<file path="src/hw/rtl/bvti_pkg.sv">
package bvti_pkg;

    // Input and configuration widths.
    localparam int ADC_BITS = 12;
    localparam int CFG_W    = 20;
    localparam logic [CFG_W-1:0] CFG_RESET = 20'd580942;

    // Millivolts are the Q16 product shifted down by the fraction bits.
    localparam int MV_FRAC = 16;
    localparam int MV_W    = 16;
    localparam int PROD_W  = ADC_BITS + CFG_W;

    // Breakpoint tables. Breakpoints are evenly spaced inside each table.
    localparam int ADV_N = 6;
    localparam int DW_N  = 8;
    localparam int Y_W   = 9;
    localparam int ADV_SEG_W = $clog2(ADV_N);
    localparam int DW_SEG_W  = $clog2(DW_N);

    localparam int ADV_DX    = 500;
    localparam int DW_DX     = 2000;
    localparam int ADV_SCALE = 1;
    localparam int DW_SCALE  = 10;
    localparam int ADV_OFF_W = $clog2(ADV_DX + 1);
    localparam int DW_OFF_W  = $clog2(DW_DX + 1);

    localparam logic [MV_W-1:0] ADV_X [ADV_N] = '{
        16'd11000, 16'd11500, 16'd12000, 16'd12500, 16'd13000, 16'd13500
    };
    localparam logic [Y_W-1:0] ADV_Y [ADV_N] = '{
        9'd234, 9'd235, 9'd236, 9'd237, 9'd238, 9'd239
    };
    localparam logic [MV_W-1:0] DW_X [DW_N] = '{
        16'd6000, 16'd8000, 16'd10000, 16'd12000,
        16'd14000, 16'd16000, 16'd18000, 16'd20000
    };
    localparam logic [Y_W-1:0] DW_Y [DW_N] = '{
        9'd300, 9'd240, 9'd180, 9'd100, 9'd50, 9'd20, 9'd12, 9'd10
    };

    // Interpolation numerator and the constant divide by reciprocal.
    localparam int NUM_W = 21;
    localparam int SUM_W = NUM_W + 1;
    localparam int REC_W = 13;
    localparam int MUL_W = NUM_W + REC_W;
    localparam int ADV_Q_W = 9;
    localparam int DW_Q_W  = 8;

    localparam logic [NUM_W-1:0] ADV_DXN = NUM_W'(ADV_DX);
    localparam logic [NUM_W-1:0] DW_DXN  = NUM_W'(DW_DX);
    localparam logic [NUM_W-1:0] ADV_DIV = NUM_W'(ADV_DX * ADV_SCALE);
    localparam logic [NUM_W-1:0] DW_DIV  = NUM_W'(DW_DX * DW_SCALE);
    localparam logic [REC_W-1:0] ADV_REC = REC_W'((1 << NUM_W) / (ADV_DX * ADV_SCALE));
    localparam logic [REC_W-1:0] DW_REC  = REC_W'((1 << NUM_W) / (DW_DX * DW_SCALE));

    // Queue between the front and the back.
    localparam int Q_DEPTH = 4;
    localparam int Q_IDX_W = $clog2(Q_DEPTH);
    localparam int Q_CNT_W = $clog2(Q_DEPTH + 1);

    // One classified sample: voltage plus segment and offset for each table.
    typedef struct packed {
        logic [MV_W-1:0]      mv;
        logic [ADV_SEG_W-1:0] adv_seg;
        logic [ADV_OFF_W-1:0] adv_off;
        logic [DW_SEG_W-1:0]  dw_seg;
        logic [DW_OFF_W-1:0]  dw_off;
    } t_cls;

    typedef struct packed {
        logic [Q_CNT_W-1:0] count;
        logic               full;
        logic               empty;
    } t_q_status;

endpackage

</file>
<file path="src/hw/rtl/bvti_in_if.sv">
interface bvti_in_if
    import bvti_pkg::*;
();
    logic                valid;
    logic                ready;
    logic [ADC_BITS-1:0] adc_code;

    modport source (output valid, output adc_code, input ready);
    modport sink (input valid, input adc_code, output ready);
endinterface

</file>
<file path="src/hw/rtl/bvti_out_if.sv">
interface bvti_out_if
    import bvti_pkg::*;
();
    logic               valid;
    logic               ready;
    logic [MV_W-1:0]    battery_mv;
    logic [ADV_Q_W-1:0] advance_pulses;
    logic [DW_Q_W-1:0]  coil_dwell;

    modport source (output valid, output battery_mv, output advance_pulses,
                    output coil_dwell, input ready);
    modport sink (input valid, input battery_mv, input advance_pulses,
                  input coil_dwell, output ready);
endinterface

</file>
<file path="src/hw/rtl/bvti_front.sv">
module bvti_front
    import bvti_pkg::*;
(
    input  logic             i_clk,
    input  logic             i_rst_n,
    input  logic [CFG_W-1:0] i_mv_per_count,
    bvti_in_if.sink          i_adc,
    output logic             o_push_valid,
    output t_cls             o_push_data,
    input  logic             i_push_ready
);

    logic             r_f1_valid;
    logic [MV_W-1:0]  r_f1_mv;
    logic             r_f2_valid;
    t_cls             r_f2_cls;

    logic              f1_ready;
    logic              f2_ready;
    logic [PROD_W-1:0] prod;
    t_cls              n_cls;
    logic [ADV_SEG_W-1:0] adv_cnt;
    logic [DW_SEG_W-1:0]  dw_cnt;

    assign f2_ready    = !r_f2_valid || i_push_ready;
    assign f1_ready    = !r_f1_valid || f2_ready;
    assign i_adc.ready = f1_ready;

    // The product never exceeds the millivolt range, so the shift needs no saturation.
    assign prod = PROD_W'(i_adc.adc_code) * PROD_W'(i_mv_per_count);

    // Segment is the number of interior breakpoints below the voltage.
    always_comb begin
        adv_cnt = '0;
        dw_cnt  = '0;
        for (int k = 1; k < ADV_N - 1; k++) begin
            if (r_f1_mv > ADV_X[k]) begin
                adv_cnt = adv_cnt + ADV_SEG_W'(1);
            end
        end
        for (int k = 1; k < DW_N - 1; k++) begin
            if (r_f1_mv > DW_X[k]) begin
                dw_cnt = dw_cnt + DW_SEG_W'(1);
            end
        end

        n_cls.mv = r_f1_mv;
        // Below the table the first segment at offset zero yields the first entry;
        // above it the last segment at full offset yields the last entry.
        if (r_f1_mv <= ADV_X[0]) begin
            n_cls.adv_seg = '0;
            n_cls.adv_off = '0;
        end else if (r_f1_mv >= ADV_X[ADV_N-1]) begin
            n_cls.adv_seg = ADV_SEG_W'(ADV_N - 2);
            n_cls.adv_off = ADV_OFF_W'(ADV_DX);
        end else begin
            n_cls.adv_seg = adv_cnt;
            n_cls.adv_off = ADV_OFF_W'(r_f1_mv - ADV_X[adv_cnt]);
        end
        if (r_f1_mv <= DW_X[0]) begin
            n_cls.dw_seg = '0;
            n_cls.dw_off = '0;
        end else if (r_f1_mv >= DW_X[DW_N-1]) begin
            n_cls.dw_seg = DW_SEG_W'(DW_N - 2);
            n_cls.dw_off = DW_OFF_W'(DW_DX);
        end else begin
            n_cls.dw_seg = dw_cnt;
            n_cls.dw_off = DW_OFF_W'(r_f1_mv - DW_X[dw_cnt]);
        end
    end

    always_ff @(posedge i_clk) begin
        if (!i_rst_n) begin
            r_f1_valid <= 1'b0;
            r_f2_valid <= 1'b0;
        end else begin
            if (f1_ready) begin
                r_f1_valid <= i_adc.valid;
            end
            if (f2_ready) begin
                r_f2_valid <= r_f1_valid;
            end
        end
    end

    always_ff @(posedge i_clk) begin
        if (f1_ready && i_adc.valid) begin
            r_f1_mv <= prod[MV_FRAC +: MV_W];
        end
        if (f2_ready && r_f1_valid) begin
            r_f2_cls <= n_cls;
        end
    end

    assign o_push_valid = r_f2_valid;
    assign o_push_data  = r_f2_cls;

endmodule

</file>
<file path="src/hw/rtl/bvti_queue.sv">
module bvti_queue
    import bvti_pkg::*;
(
    input  logic      i_clk,
    input  logic      i_rst_n,
    input  logic      i_push_valid,
    input  t_cls      i_push_data,
    output logic      o_push_ready,
    output logic      o_pop_valid,
    output t_cls      o_pop_data,
    input  logic      i_pop_ready,
    output t_q_status o_status
);

    t_cls               r_mem [Q_DEPTH];
    logic [Q_IDX_W-1:0] r_wr_ptr;
    logic [Q_IDX_W-1:0] r_rd_ptr;
    logic [Q_CNT_W-1:0] r_count;

    logic push;
    logic pop;
    logic [Q_CNT_W-1:0] n_count;

    assign o_status.count = r_count;
    assign o_status.full  = (r_count == Q_CNT_W'(Q_DEPTH));
    assign o_status.empty = (r_count == '0);

    assign o_push_ready = !o_status.full;
    assign o_pop_valid  = !o_status.empty;
    assign o_pop_data   = r_mem[r_rd_ptr];

    assign push = i_push_valid && o_push_ready;
    assign pop  = o_pop_valid && i_pop_ready;

    always_comb begin
        unique case ({push, pop})
            2'b10:   n_count = r_count + Q_CNT_W'(1);
            2'b01:   n_count = r_count - Q_CNT_W'(1);
            default: n_count = r_count;
        endcase
    end

    always_ff @(posedge i_clk) begin
        if (!i_rst_n) begin
            r_wr_ptr <= '0;
            r_rd_ptr <= '0;
            r_count  <= '0;
        end else begin
            if (push) begin
                r_wr_ptr <= r_wr_ptr + Q_IDX_W'(1);
            end
            if (pop) begin
                r_rd_ptr <= r_rd_ptr + Q_IDX_W'(1);
            end
            r_count <= n_count;
        end
    end

    always_ff @(posedge i_clk) begin
        if (push) begin
            r_mem[r_wr_ptr] <= i_push_data;
        end
    end

endmodule

</file>
<file path="src/hw/rtl/bvti_back.sv">
module bvti_back
    import bvti_pkg::*;
(
    input  logic       i_clk,
    input  logic       i_rst_n,
    input  logic       i_pop_valid,
    input  t_cls       i_pop_data,
    output logic       o_pop_ready,
    bvti_out_if.source o_res
);

    logic               r_b1_valid;
    logic [MV_W-1:0]    r_b1_mv;
    logic [NUM_W-1:0]   r_b1_adv_num;
    logic [NUM_W-1:0]   r_b1_dw_num;
    logic               r_b2_valid;
    logic [MV_W-1:0]    r_b2_mv;
    logic [NUM_W-1:0]   r_b2_adv_num;
    logic [NUM_W-1:0]   r_b2_dw_num;
    logic [ADV_Q_W-1:0] r_b2_adv_q;
    logic [DW_Q_W-1:0]  r_b2_dw_q;
    logic               r_out_valid;
    logic [MV_W-1:0]    r_out_mv;
    logic [ADV_Q_W-1:0] r_out_adv;
    logic [DW_Q_W-1:0]  r_out_dw;

    logic b1_ready;
    logic b2_ready;
    logic b3_ready;

    logic [ADV_SEG_W-1:0] adv_seg_nx;
    logic [DW_SEG_W-1:0]  dw_seg_nx;
    logic [NUM_W-1:0]     adv_base;
    logic [NUM_W-1:0]     dw_base;
    logic signed [Y_W:0]  adv_delta;
    logic signed [Y_W:0]  dw_delta;
    logic signed [ADV_OFF_W+Y_W+1:0] adv_prod;
    logic signed [DW_OFF_W+Y_W+1:0]  dw_prod;
    logic signed [SUM_W-1:0] adv_sum;
    logic signed [SUM_W-1:0] dw_sum;
    logic [NUM_W-1:0] adv_num;
    logic [NUM_W-1:0] dw_num;

    logic [MUL_W-1:0] adv_mul;
    logic [MUL_W-1:0] dw_mul;

    logic [NUM_W-1:0] adv_rem;
    logic [NUM_W-1:0] dw_rem;

    assign b3_ready    = !r_out_valid || o_res.ready;
    assign b2_ready    = !r_b2_valid || b3_ready;
    assign b1_ready    = !r_b1_valid || b2_ready;
    assign o_pop_ready = b1_ready;

    // Stage one: numerator y1*dx + offset*(y2-y1), clamped at zero.
    always_comb begin
        adv_seg_nx = i_pop_data.adv_seg + ADV_SEG_W'(1);
        dw_seg_nx  = i_pop_data.dw_seg + DW_SEG_W'(1);
        adv_base   = NUM_W'(ADV_Y[i_pop_data.adv_seg]) * ADV_DXN;
        dw_base    = NUM_W'(DW_Y[i_pop_data.dw_seg]) * DW_DXN;
        adv_delta  = $signed({1'b0, ADV_Y[adv_seg_nx]}) - $signed({1'b0, ADV_Y[i_pop_data.adv_seg]});
        dw_delta   = $signed({1'b0, DW_Y[dw_seg_nx]}) - $signed({1'b0, DW_Y[i_pop_data.dw_seg]});
        adv_prod   = $signed({1'b0, i_pop_data.adv_off}) * adv_delta;
        dw_prod    = $signed({1'b0, i_pop_data.dw_off}) * dw_delta;
        adv_sum    = $signed({1'b0, adv_base}) + SUM_W'(adv_prod);
        dw_sum     = $signed({1'b0, dw_base}) + SUM_W'(dw_prod);
        adv_num    = adv_sum[SUM_W-1] ? '0 : adv_sum[NUM_W-1:0];
        dw_num     = dw_sum[SUM_W-1] ? '0 : dw_sum[NUM_W-1:0];
    end

    // Stage two: quotient estimate, low by at most one.
    assign adv_mul = MUL_W'(r_b1_adv_num) * MUL_W'(ADV_REC);
    assign dw_mul  = MUL_W'(r_b1_dw_num) * MUL_W'(DW_REC);

    // Stage three: remainder check corrects the estimate.
    assign adv_rem = r_b2_adv_num - NUM_W'(r_b2_adv_q) * ADV_DIV;
    assign dw_rem  = r_b2_dw_num - NUM_W'(r_b2_dw_q) * DW_DIV;

    always_ff @(posedge i_clk) begin
        if (!i_rst_n) begin
            r_b1_valid  <= 1'b0;
            r_b2_valid  <= 1'b0;
            r_out_valid <= 1'b0;
        end else begin
            if (b1_ready) begin
                r_b1_valid <= i_pop_valid;
            end
            if (b2_ready) begin
                r_b2_valid <= r_b1_valid;
            end
            if (b3_ready) begin
                r_out_valid <= r_b2_valid;
            end
        end
    end

    always_ff @(posedge i_clk) begin
        if (b1_ready && i_pop_valid) begin
            r_b1_mv      <= i_pop_data.mv;
            r_b1_adv_num <= adv_num;
            r_b1_dw_num  <= dw_num;
        end
        if (b2_ready && r_b1_valid) begin
            r_b2_mv      <= r_b1_mv;
            r_b2_adv_num <= r_b1_adv_num;
            r_b2_dw_num  <= r_b1_dw_num;
            r_b2_adv_q   <= adv_mul[NUM_W +: ADV_Q_W];
            r_b2_dw_q    <= dw_mul[NUM_W +: DW_Q_W];
        end
        if (b3_ready && r_b2_valid) begin
            r_out_mv  <= r_b2_mv;
            r_out_adv <= r_b2_adv_q + ADV_Q_W'(adv_rem >= ADV_DIV);
            r_out_dw  <= r_b2_dw_q + DW_Q_W'(dw_rem >= DW_DIV);
        end
    end

    assign o_res.valid          = r_out_valid;
    assign o_res.battery_mv     = r_out_mv;
    assign o_res.advance_pulses = r_out_adv;
    assign o_res.coil_dwell     = r_out_dw;

endmodule

</file>
<file path="src/hw/rtl/battery_voltage_timing_interpolator.sv">
// Channel    | Dir | Handshake     | Payload
// -----------+-----+---------------+----------------------------------------------
// i_adc      | in  | valid / ready | adc_code[11:0]
// o_res      | out | valid / ready | battery_mv[15:0], advance_pulses[8:0], coil_dwell[7:0]
// i_cfg_*    | in  | write enable  | i_cfg_wdata[19:0] = millivolts per count, Q16
//
// One transaction is accepted per cycle while the output is not stalled; a result
// is registered through two front stages (scale, classify), the queue and three back
// stages (numerator, reciprocal multiply, remainder correction).
// Reset is synchronous and active low; it empties the pipeline and the queue and loads
// the default scale factor.
// A stall on the output fills the back stages, then the four-entry queue, then the two
// front stages before the input side stops accepting.
module battery_voltage_timing_interpolator
    import bvti_pkg::*;
(
    input  logic             i_clk,
    input  logic             i_rst_n,
    input  logic             i_cfg_we,
    input  logic [CFG_W-1:0] i_cfg_wdata,
    bvti_in_if.sink          i_adc,
    bvti_out_if.source       o_res
);

    // Scale factor register. The user must write it only while the block is idle, so the
    // pipeline never sees it change under a sample in flight; the block does not enforce this.
    logic [CFG_W-1:0] r_mv_per_count;

    // Front to queue and queue to back handshakes.
    logic      push_valid;
    t_cls      push_data;
    logic      push_ready;
    logic      pop_valid;
    t_cls      pop_data;
    logic      pop_ready;
    t_q_status q_status;

    always_ff @(posedge i_clk) begin
        if (!i_rst_n) begin
            r_mv_per_count <= CFG_RESET;
        end else if (i_cfg_we) begin
            r_mv_per_count <= i_cfg_wdata;
        end
    end

    // The front scales the code to millivolts and picks the segment and offset
    // in each breakpoint table.
    bvti_front u_front (
        .i_clk          (i_clk),
        .i_rst_n        (i_rst_n),
        .i_mv_per_count (r_mv_per_count),
        .i_adc          (i_adc),
        .o_push_valid   (push_valid),
        .o_push_data    (push_data),
        .i_push_ready   (push_ready)
    );

    // The queue lets the front keep accepting while the output is briefly stalled.
    bvti_queue u_queue (
        .i_clk        (i_clk),
        .i_rst_n      (i_rst_n),
        .i_push_valid (push_valid),
        .i_push_data  (push_data),
        .o_push_ready (push_ready),
        .o_pop_valid  (pop_valid),
        .o_pop_data   (pop_data),
        .i_pop_ready  (pop_ready),
        .o_status     (q_status)
    );

    // The back interpolates and divides by the constant segment width times scale.
    bvti_back u_back (
        .i_clk       (i_clk),
        .i_rst_n     (i_rst_n),
        .i_pop_valid (pop_valid),
        .i_pop_data  (pop_data),
        .o_pop_ready (pop_ready),
        .o_res       (o_res)
    );

`ifndef SYNTHESIS
    // Reset empties the output register.
    a_reset_clears_out: assert property (@(posedge i_clk)
        !i_rst_n |=> !o_res.valid)
        else $error("output valid after reset");

    // Advance is always within the end values of its table.
    a_advance_range: assert property (@(posedge i_clk) disable iff (!i_rst_n)
        o_res.valid |-> (o_res.advance_pulses >= ADV_Q_W'(234)) &&
                        (o_res.advance_pulses <= ADV_Q_W'(239)))
        else $error("advance outside table range");

    // Dwell is always within the end values of its table divided by its scale, in whole milliseconds.
    a_dwell_range: assert property (@(posedge i_clk) disable iff (!i_rst_n)
        o_res.valid |-> (o_res.coil_dwell >= DW_Q_W'(1)) && (o_res.coil_dwell <= DW_Q_W'(30)))
        else $error("dwell outside table range");

    // The queue level stays within its depth and agrees with its empty flag.
    a_queue_level: assert property (@(posedge i_clk) disable iff (!i_rst_n)
        (q_status.count <= Q_CNT_W'(Q_DEPTH)) &&
        (q_status.empty == (q_status.count == '0)))
        else $error("queue level inconsistent");
`endif

endmodule
</file>
<file path="src/flat_wrapper.sv">
// flat-port wrapper written by rule: the top's interface ports become plain ports
module battery_voltage_timing_interpolator_flat import bvti_pkg::*;
  (i_clk, i_rst_n, i_cfg_we, i_cfg_wdata, i_adc_valid, i_adc_adc_code, i_adc_ready, o_res_valid, o_res_battery_mv, o_res_advance_pulses, o_res_coil_dwell, o_res_ready);
  bvti_in_if i_adc_i ();
  bvti_out_if o_res_i ();
  input  logic i_clk;
  input  logic i_rst_n;
  input  logic i_cfg_we;
  input  logic [CFG_W-1:0] i_cfg_wdata;
  input wire logic [$bits(i_adc_i.valid)-1:0] i_adc_valid;
  input wire logic [$bits(i_adc_i.adc_code)-1:0] i_adc_adc_code;
  output wire logic [$bits(i_adc_i.ready)-1:0] i_adc_ready;
  output wire logic [$bits(o_res_i.valid)-1:0] o_res_valid;
  output wire logic [$bits(o_res_i.battery_mv)-1:0] o_res_battery_mv;
  output wire logic [$bits(o_res_i.advance_pulses)-1:0] o_res_advance_pulses;
  output wire logic [$bits(o_res_i.coil_dwell)-1:0] o_res_coil_dwell;
  input wire logic [$bits(o_res_i.ready)-1:0] o_res_ready;
  assign i_adc_i.valid = i_adc_valid;
  assign i_adc_i.adc_code = i_adc_adc_code;
  assign i_adc_ready = i_adc_i.ready;
  assign o_res_valid = o_res_i.valid;
  assign o_res_battery_mv = o_res_i.battery_mv;
  assign o_res_advance_pulses = o_res_i.advance_pulses;
  assign o_res_coil_dwell = o_res_i.coil_dwell;
  assign o_res_i.ready = o_res_ready;
  battery_voltage_timing_interpolator u_core (.i_clk(i_clk), .i_rst_n(i_rst_n), .i_cfg_we(i_cfg_we), .i_cfg_wdata(i_cfg_wdata), .i_adc(i_adc_i), .o_res(o_res_i));
endmodule
</file>
<file path="config.mk">
export PLATFORM = sky130hd
export DESIGN_NAME = battery_voltage_timing_interpolator_flat
export DESIGN_NICKNAME = d
export VERILOG_FILES = /design/src/hw/rtl/bvti_pkg.sv /design/src/hw/rtl/bvti_in_if.sv /design/src/hw/rtl/bvti_out_if.sv /design/src/hw/rtl/bvti_front.sv /design/src/hw/rtl/bvti_queue.sv /design/src/hw/rtl/bvti_back.sv /design/src/hw/rtl/battery_voltage_timing_interpolator.sv /design/src/flat_wrapper.sv
export SDC_FILE = /design/constraint.sdc
export NUM_CORES = 2
export LEC_CHECK = 0
export ABC_AREA = 1
export BUFFER_PORTS_ARGS = -buffer_cell sky130_fd_sc_hd__buf_2
export CORE_MARGIN = 2
export CORE_UTILIZATION = 45
export DETAILED_ROUTE_END_ITERATION = 12
export PLACE_DENSITY_LB_ADDON = 0.25
export SLEW_MARGIN = 40
export SYNTH_ARGS = -nofsm -noshare
export SYNTH_HDL_FRONTEND = slang
export SYNTH_SLANG_ARGS = --single-unit
</file>
<file path="constraint.sdc">
create_clock -name i_clk -period 14 [get_ports i_clk]
set_input_delay 2.8 -clock i_clk [delete_from_list [all_inputs] [get_ports i_clk]]
set_output_delay 2.8 -clock i_clk [all_outputs]
set_load 0.02 [all_outputs]
</file>
# Yosys cells after proc, flatten, opt, wreduce, memory -nomap -nowiden
# Memories as Yosys holds them, arrays and structs flattened. A register that Yosys moved wholly into a read port is not among the register bits.
# Cells that the tools add are included.
[totals]
regBits = 255
wordCells = 151
rom_bits = 544
mem_bits_rw = 168
output_inout_bits = 35
input_bits = 37
n_memories = 7
[classes]
n_lt_le_gt_ge = 21
add_sub_neg = 24
n_mux = 29
bitwise_logic = 6
multipliers = 9
reduce_logical = 22
eq_ne = 3
[mem_list]
columns = ["name", "words", "word_bits", "rd", "rd_clocked_by_memory_dff", "write_ports", "line", "source"]
rows = [
  ["u_core.u_queue.r_mem", 4, 42, 1, 1, 1, "bvti_queue.sv:15", "t_cls r_mem [Q_DEPTH];"],
  ["(name not given)", 8, 16, 1, 0, 0, "bvti_front.sv:58", "n_cls.adv_off = ADV_OFF_W'(r_f1_mv - ADV_X[adv_cnt]);"],
  ["(name not given)", 8, 16, 1, 0, 0, "bvti_front.sv:68", "n_cls.dw_off = DW_OFF_W'(r_f1_mv - DW_X[dw_cnt]);"],
  ["(name not given)", 8, 9, 1, 0, 0, "bvti_back.sv:62", "dw_delta = $signed({1'b0, DW_Y[dw_seg_nx]}) - $signed({1'b0, DW_Y[i_pop_data.dw_seg]});"],
  ["(name not given)", 8, 9, 1, 0, 0, "bvti_back.sv:62", ""],
  ["(name not given)", 8, 9, 1, 0, 0, "bvti_back.sv:61", "adv_delta = $signed({1'b0, ADV_Y[adv_seg_nx]}) - $signed({1'b0, ADV_Y[i_pop_data.adv_seg]});"],
  ["1 more memories", "-", "-", "-", "-", "-", "-", ""],
]
[ops]
columns = ["op", "count"]
rows = [
  ["$gt 16x14->1 const B", 7],
  ["$mux 9", 10],
  ["$mul 9x7->16 const B", 3],
  ["$add 3x1->3 const B", 11],
  ["$mul 12x20->32", 1],
  ["$mul 21x12->29 const B", 1],
  ["$mul 21x4->25 const B", 1],
  ["$ge 4x4->1 const B", 6],
  ["$mux 3", 8],
  ["$not 3->4", 6],
  ["$add 21x22->22", 1],
  ["$mul 12x10->22", 1],
  ["$mux 11", 2],
  ["$add 19x20->21", 1],
  ["$ge 21x15->1 const B", 1],
  ["$ge 21x9->1 const B", 1],
  ["$sub 21x18->21", 1],
  ["$sub 21x21->21", 1],
  ["$mul 10x10->20", 1],
  ["$sub 9x9->10", 2],
  ["$ge 16x14->1 const B", 1],
  ["$ge 16x15->1 const B", 1],
  ["$gt 16x13->1 const B", 1],
  ["$gt 16x15->1 const B", 1],
  ["other kinds (23)", 44],
]

# Depth between registers and ports, before layout
[depth]
word_depth = 18
ltp_mapped = 41
ltp_nobuf = 40

# By module
# From an unflattened synthesis, not the netlist that was laid out.
[hier_totals]
cells_unflattened = 4959
area_unflattened_um2 = 43439.2
[by_module_without_submodules]
columns = ["module", "seq_area_each_um2", "area_per_inst_um2", "instances", "cells_per_inst"]
rows = [
  ["bvti_back", 4774.6, 24606.1, 1, 2908],
  ["bvti_front", 1781.7, 11375.9, 1, 1470],
  ["bvti_queue", 5225.0, 6702.7, 1, 476],
  ["battery_voltage_timing_interpolator", 400.4, 754.5, 1, 105],
]

# Least setup slack after synthesis
# No wires, ideal clock.
[synth_timing]
path_type = "flip-flop to flip-flop"
from = "reg (tool-made name)"
to = "reg u_core.u_back.r_b1_dw_num[12] (data pin)"
setup_time_ns = 0.256
arrival_time_ns = 7.656
synth_period_minus_slack_ns = 7.912
path_slack_ns = 6.088
stages_incl_launch_ff = 35
required_ns = 13.744
path_buffers = 2
path_cell_list = "dfxtp_1 > buf_4 > nand2_1 > a32oi_4 > inv_1 > ha_1 > inv_1 > nor2_1 > nor2_1 > inv_1 > ha_1 > inv_1 > fa_1 > fa_1 > inv_1 > fa_1 > ha_1 > inv_1 > o21bai_1 > a21oi_1 > nand2_1 > xor2_1 > ha_1 > fa_1 > fa_1 > ha_1 > a21oi_1 > o21ai_1 > nand2_1 > and2_0 > a21boi_0 > nand3b_1 > nand2_2 > buf_6 > nor2_2"
[synth_lines]
columns = ["element", "line", "source"]
rows = [
  ["to (signal assigned)", "bvti_back.sv:101", "r_b1_dw_num <= dw_num;"],
  ["to (decl)", "bvti_back.sv:15", "logic [NUM_W-1:0] r_b1_dw_num;"],
]

==> metrics.md <==
| Metric | Value |
|---|---|
| Status | completed |
| Mapped Area | 42510 um^2 |
| Total core area | 93470 um^2 |
| Crit-path max FO | 24 |
| Drt initial violations | 1902 |
| Layout area overhead | 7.705% |
| Max-slew violations | 0 |
| Hold worst-path end | u_core.u_back.r_b2_mv[8] |
| Synth Area per Inst | 8.956 um^2 |
| DIE WIDTH | 311.4 um |
| Worst-skew pair later-pin latency | 0.62 ns |
| H-tree levels | 2 |
| #FFs+latches synth | 419 |
| CTS Buf Count | 47 |
| # nets final | 5793 |
| Detailed Routing Iterations Pass 1 | 5 |
| Design Area, Final | 45790 um^2 |
| CTS tree | built |
| Clock Path Buffers | 3 |
| WL/cell | 15.11 um |
| Rel. slew slack | 0.4433 |
| Via count | 30454 |
| Root Buffer | clkbuf_16 |
| Cell variety after synth | 58 |
| CP Class | reg -> reg |
| Global route overflow | 0 |
| Fraction of layout cells with a size suffix above 1 | 0.05837 |
| Main combinational cell family by area after synthesis | adder cells |
| Fraction of synthesized area in multiplexers | 0 |
| Internal reg-to-reg setup slack | 4.98 ns |
| Post-synthesis sequential area ratio | 0.2880 |
| Die Y | 311.4 um |
| Number of diodes | 0 |
| Die footprint | 96950 um^2 |
| RSZ-0062 raised after global routing | no |
| Crit-path max cell delay | 0.52 ns |
| Measured slew at the worst slew-check pin | 0.8295 ns |
| Fin crit period | 9.020 ns |
| Final antenna-violating net count | 0 |
| Clk_skew | 0.03991 ns |
| DRC violations left | 0 |
| CP Launch Type | register |
| Worst hold slack | 0.4100 ns |
| Initial core utilization | 0.4548 |
| CP arrival | 9.37 ns |
| Ys async rst share | 0 |
| Synth Area in Compound Gates | 0.06060 |
| FF-to-FF path depth | 33 |
| Post-DP HPWL | 73.31 mm |
| # Post-CTS Setup Buffers | 0 |
| Initial antenna violation count | 0 |
| Yosys warning count | 0 |
| Post-synthesis adder-cell area fraction | 0.3597 |
| Vias in the first global route | 31267 |
| Vias per inst | 5.005 |
| Simple-gate area share of the yosys netlist | 0.1603 |
| Row count | 112 |
| Boundary pin count | 72 |
| Top sig layer | met4 |
| Hold buffers post-CTS | 0 |
| Clock sink count | 419 |
| Largest net degree at the start of global routing | 78 |
| Hold depth | 0 |
| WL met3 | 3.790 mm |
| Setup_tns | 0 ns |
| Final GP Congestion | 0.9213 |
| Max-Cap Viols | 0 |
| Min-delay src | u_core.u_back.r_b1_mv[8] |
| Worst path slowest cell | fa_1 |
| Inst Count DP | 5997 |
| CTS clk-pin slew, worst paths | 0.06 ns |
| Period utilisation layout | 0.6443 |
| Max Clock Freq | 110.9 MHz |
| First-pass GRT wire length | 155.8 mm |
| Synth Flop Type | edfxtp_1 |
| Finished Layout Cells | 6085 |
| Critical path endpoint category | register |
| Post-Synthesis Cells | 4747 |
| Met2 WL post-DR | 43.74 mm |
| Reg2reg end | u_core.u_back.r_b1_dw_num[3] |
| Resize count post-CTS | 0 |
| Final Hold Viols | 0 |
| Critical path required time | 14.35 ns |
| Fillers | 8842 |
| Setup-failing EPs final | 0 |
| Final wirelength | 91.94 mm |
| Cell mode on critical path | inv_1 |
| Gr usage total | 0.1951 |
| Wire length on met1 | 41.89 mm |
| XOR/XNOR Fraction of Synth Area | 0.02840 |
| # port buffers | 71 |
| Post-synth EDFFs | 385 |
| Dpl cell area | 44230 um^2 |
| Tightest Hold Check Type | reg -> reg |
flip-flops by register name, indices dropped and copies added (netlist names), named ones only:
name,cells
u_core.u_queue.r_mem,168
u_core.u_front.o_push_data,42
u_core.u_back.r_b1_adv_num,21
u_core.u_back.r_b2_adv_num,21
u_core.r_mv_per_count,20
u_core.u_back.r_b1_dw_num,20
u_core.u_back.o_res.battery_mv,16
u_core.u_back.r_b1_mv,16
u_core.u_back.r_b2_dw_num,16
u_core.u_back.r_b2_mv,16
u_core.u_front.r_f1_mv,16
u_core.u_back.o_res.advance_pulses,9
u_core.u_back.r_b2_adv_q,9
u_core.u_back.o_res.coil_dwell,8
u_core.u_back.r_b2_dw_q,7
u_core.u_queue.r_count,3
u_core.u_queue.r_rd_ptr,2
u_core.u_queue.r_wr_ptr,2
u_core.u_back.o_res.valid,1
u_core.u_back.r_b1_valid,1
u_core.u_back.r_b2_valid,1
u_core.u_front.o_push_valid,1
u_core.u_front.r_f1_valid,1
critical path, delay by kind of cell (launching register included):
kind / cells / cell delay, ns
buf+inv: 7 / 1.15
fa+ha+maj: 10 / 4.06
compound gates: 7 / 1.51
flops: 1 / 0.37
simple gates: 8 / 1.50
xor+xnor: 1 / 0.16
metal layers:
| layer | up-vias | track usage |
|---|---|---|
| met2 | 637 | 0.3316 |
| li1 | 15058 | - |
| met4 | 0 | 0.05852 |
| met3 | 152 | 0.02076 |
| met5 | - | 0 |
| met1 | 14607 | 0.2628 |
cell type report:
type	instances	area, um^2	area share
multi-input combinational	3180	25970	0.5673
sequential	419	12240	0.2674
inverter	1060	3981	0.08695
tap	1254	1569	0.03427
clock buffer	62	1262	0.02757
timing repair buffer	85	491.7	0.01074
clock inverter	25	266.5	0.005820
how the worst max path moves through the flow:
stage / start / end / slack [ns]
floorplan: register / u_core.u_back.r_b1_dw_num[12] / 6.09
global placement: register / u_core.u_back.r_b1_dw_num[3] / 4.92
detailed placement: register / u_core.u_back.r_b1_dw_num[3] / 4.86
CTS: register / u_core.u_back.r_b1_dw_num[3] / 4.87
global route: register / u_core.u_back.r_b1_dw_num[1] / 4.12
finish: register / u_core.u_back.r_b1_dw_num[3] / 4.98
cells by family after synthesis:
kind of cell               count (synthesis)
DFF                                      419
other                                      2
adders and majority gates                963
and+or+nand+nor                         1616
xor gates and xnor gates                 137
buffers and inverters                   1149
AOI/OAI and AO/OA                        461
Yosys cell counts, types with 7 or more instances:
master / instances / area [um^2]
nor4_1: 13 / 81.33
nand3b_1: 12 / 90.09
nand2_2: 15 / 93.84
xor2_1: 85 / 744.5
o21bai_1: 14 / 105.1
a31oi_1: 17 / 106.4
o21ai_0: 144 / 720.7
edfxtp_1: 385 / 11560
a21o_1: 19 / 142.6
nand3_1: 188 / 940.9
or2_2: 17 / 106.4
clkbuf_1: 63 / 236.5
xnor2_1: 51 / 446.7
nor2_2: 43 / 269.0
a21oi_1: 208 / 1041
fa_1: 432 / 8648
nor2_1: 323 / 1212
buf_2: 10 / 50.05
o21ai_1: 7 / 35.03
ha_1: 531 / 6644
nor3_1: 28 / 140.1
nand4_1: 34 / 212.7
inv_1: 1037 / 3892
inv_2: 18 / 67.56
o22ai_1: 16 / 100.1
dfxtp_1: 34 / 680.7
nand2_1: 921 / 3457
buf_1: 9 / 33.78
cell usage in the layout, fill, tap and decap left out, types with 19 or more instances in the layout:
cell,n
inv_1,1035
nand2_1,921
ha_1,531
fa_1,432
edfxtp_1,385
nor2_1,317
a21oi_1,207
nand3_1,188
o21ai_0,143
xor2_1,84
buf_2,71
xnor2_1,51
clkbuf_16,47
nor2_2,44
nand4_1,34
dfxtp_1,33
nor3_1,28
inv_2,20
a21o_1,19
stage by stage:
step	setup slack, ns	util
after CTS	4.866	0.4895
after global placement	4.922	0.4727
after floorplan	6.088	-
final	4.980	0.4899
after global routing	4.124	0.4899
after detailed placement	4.860	0.4732
Power is not shown: default switching activity piles up to over one toggle a cycle in this logic, so the estimate is an artifact.
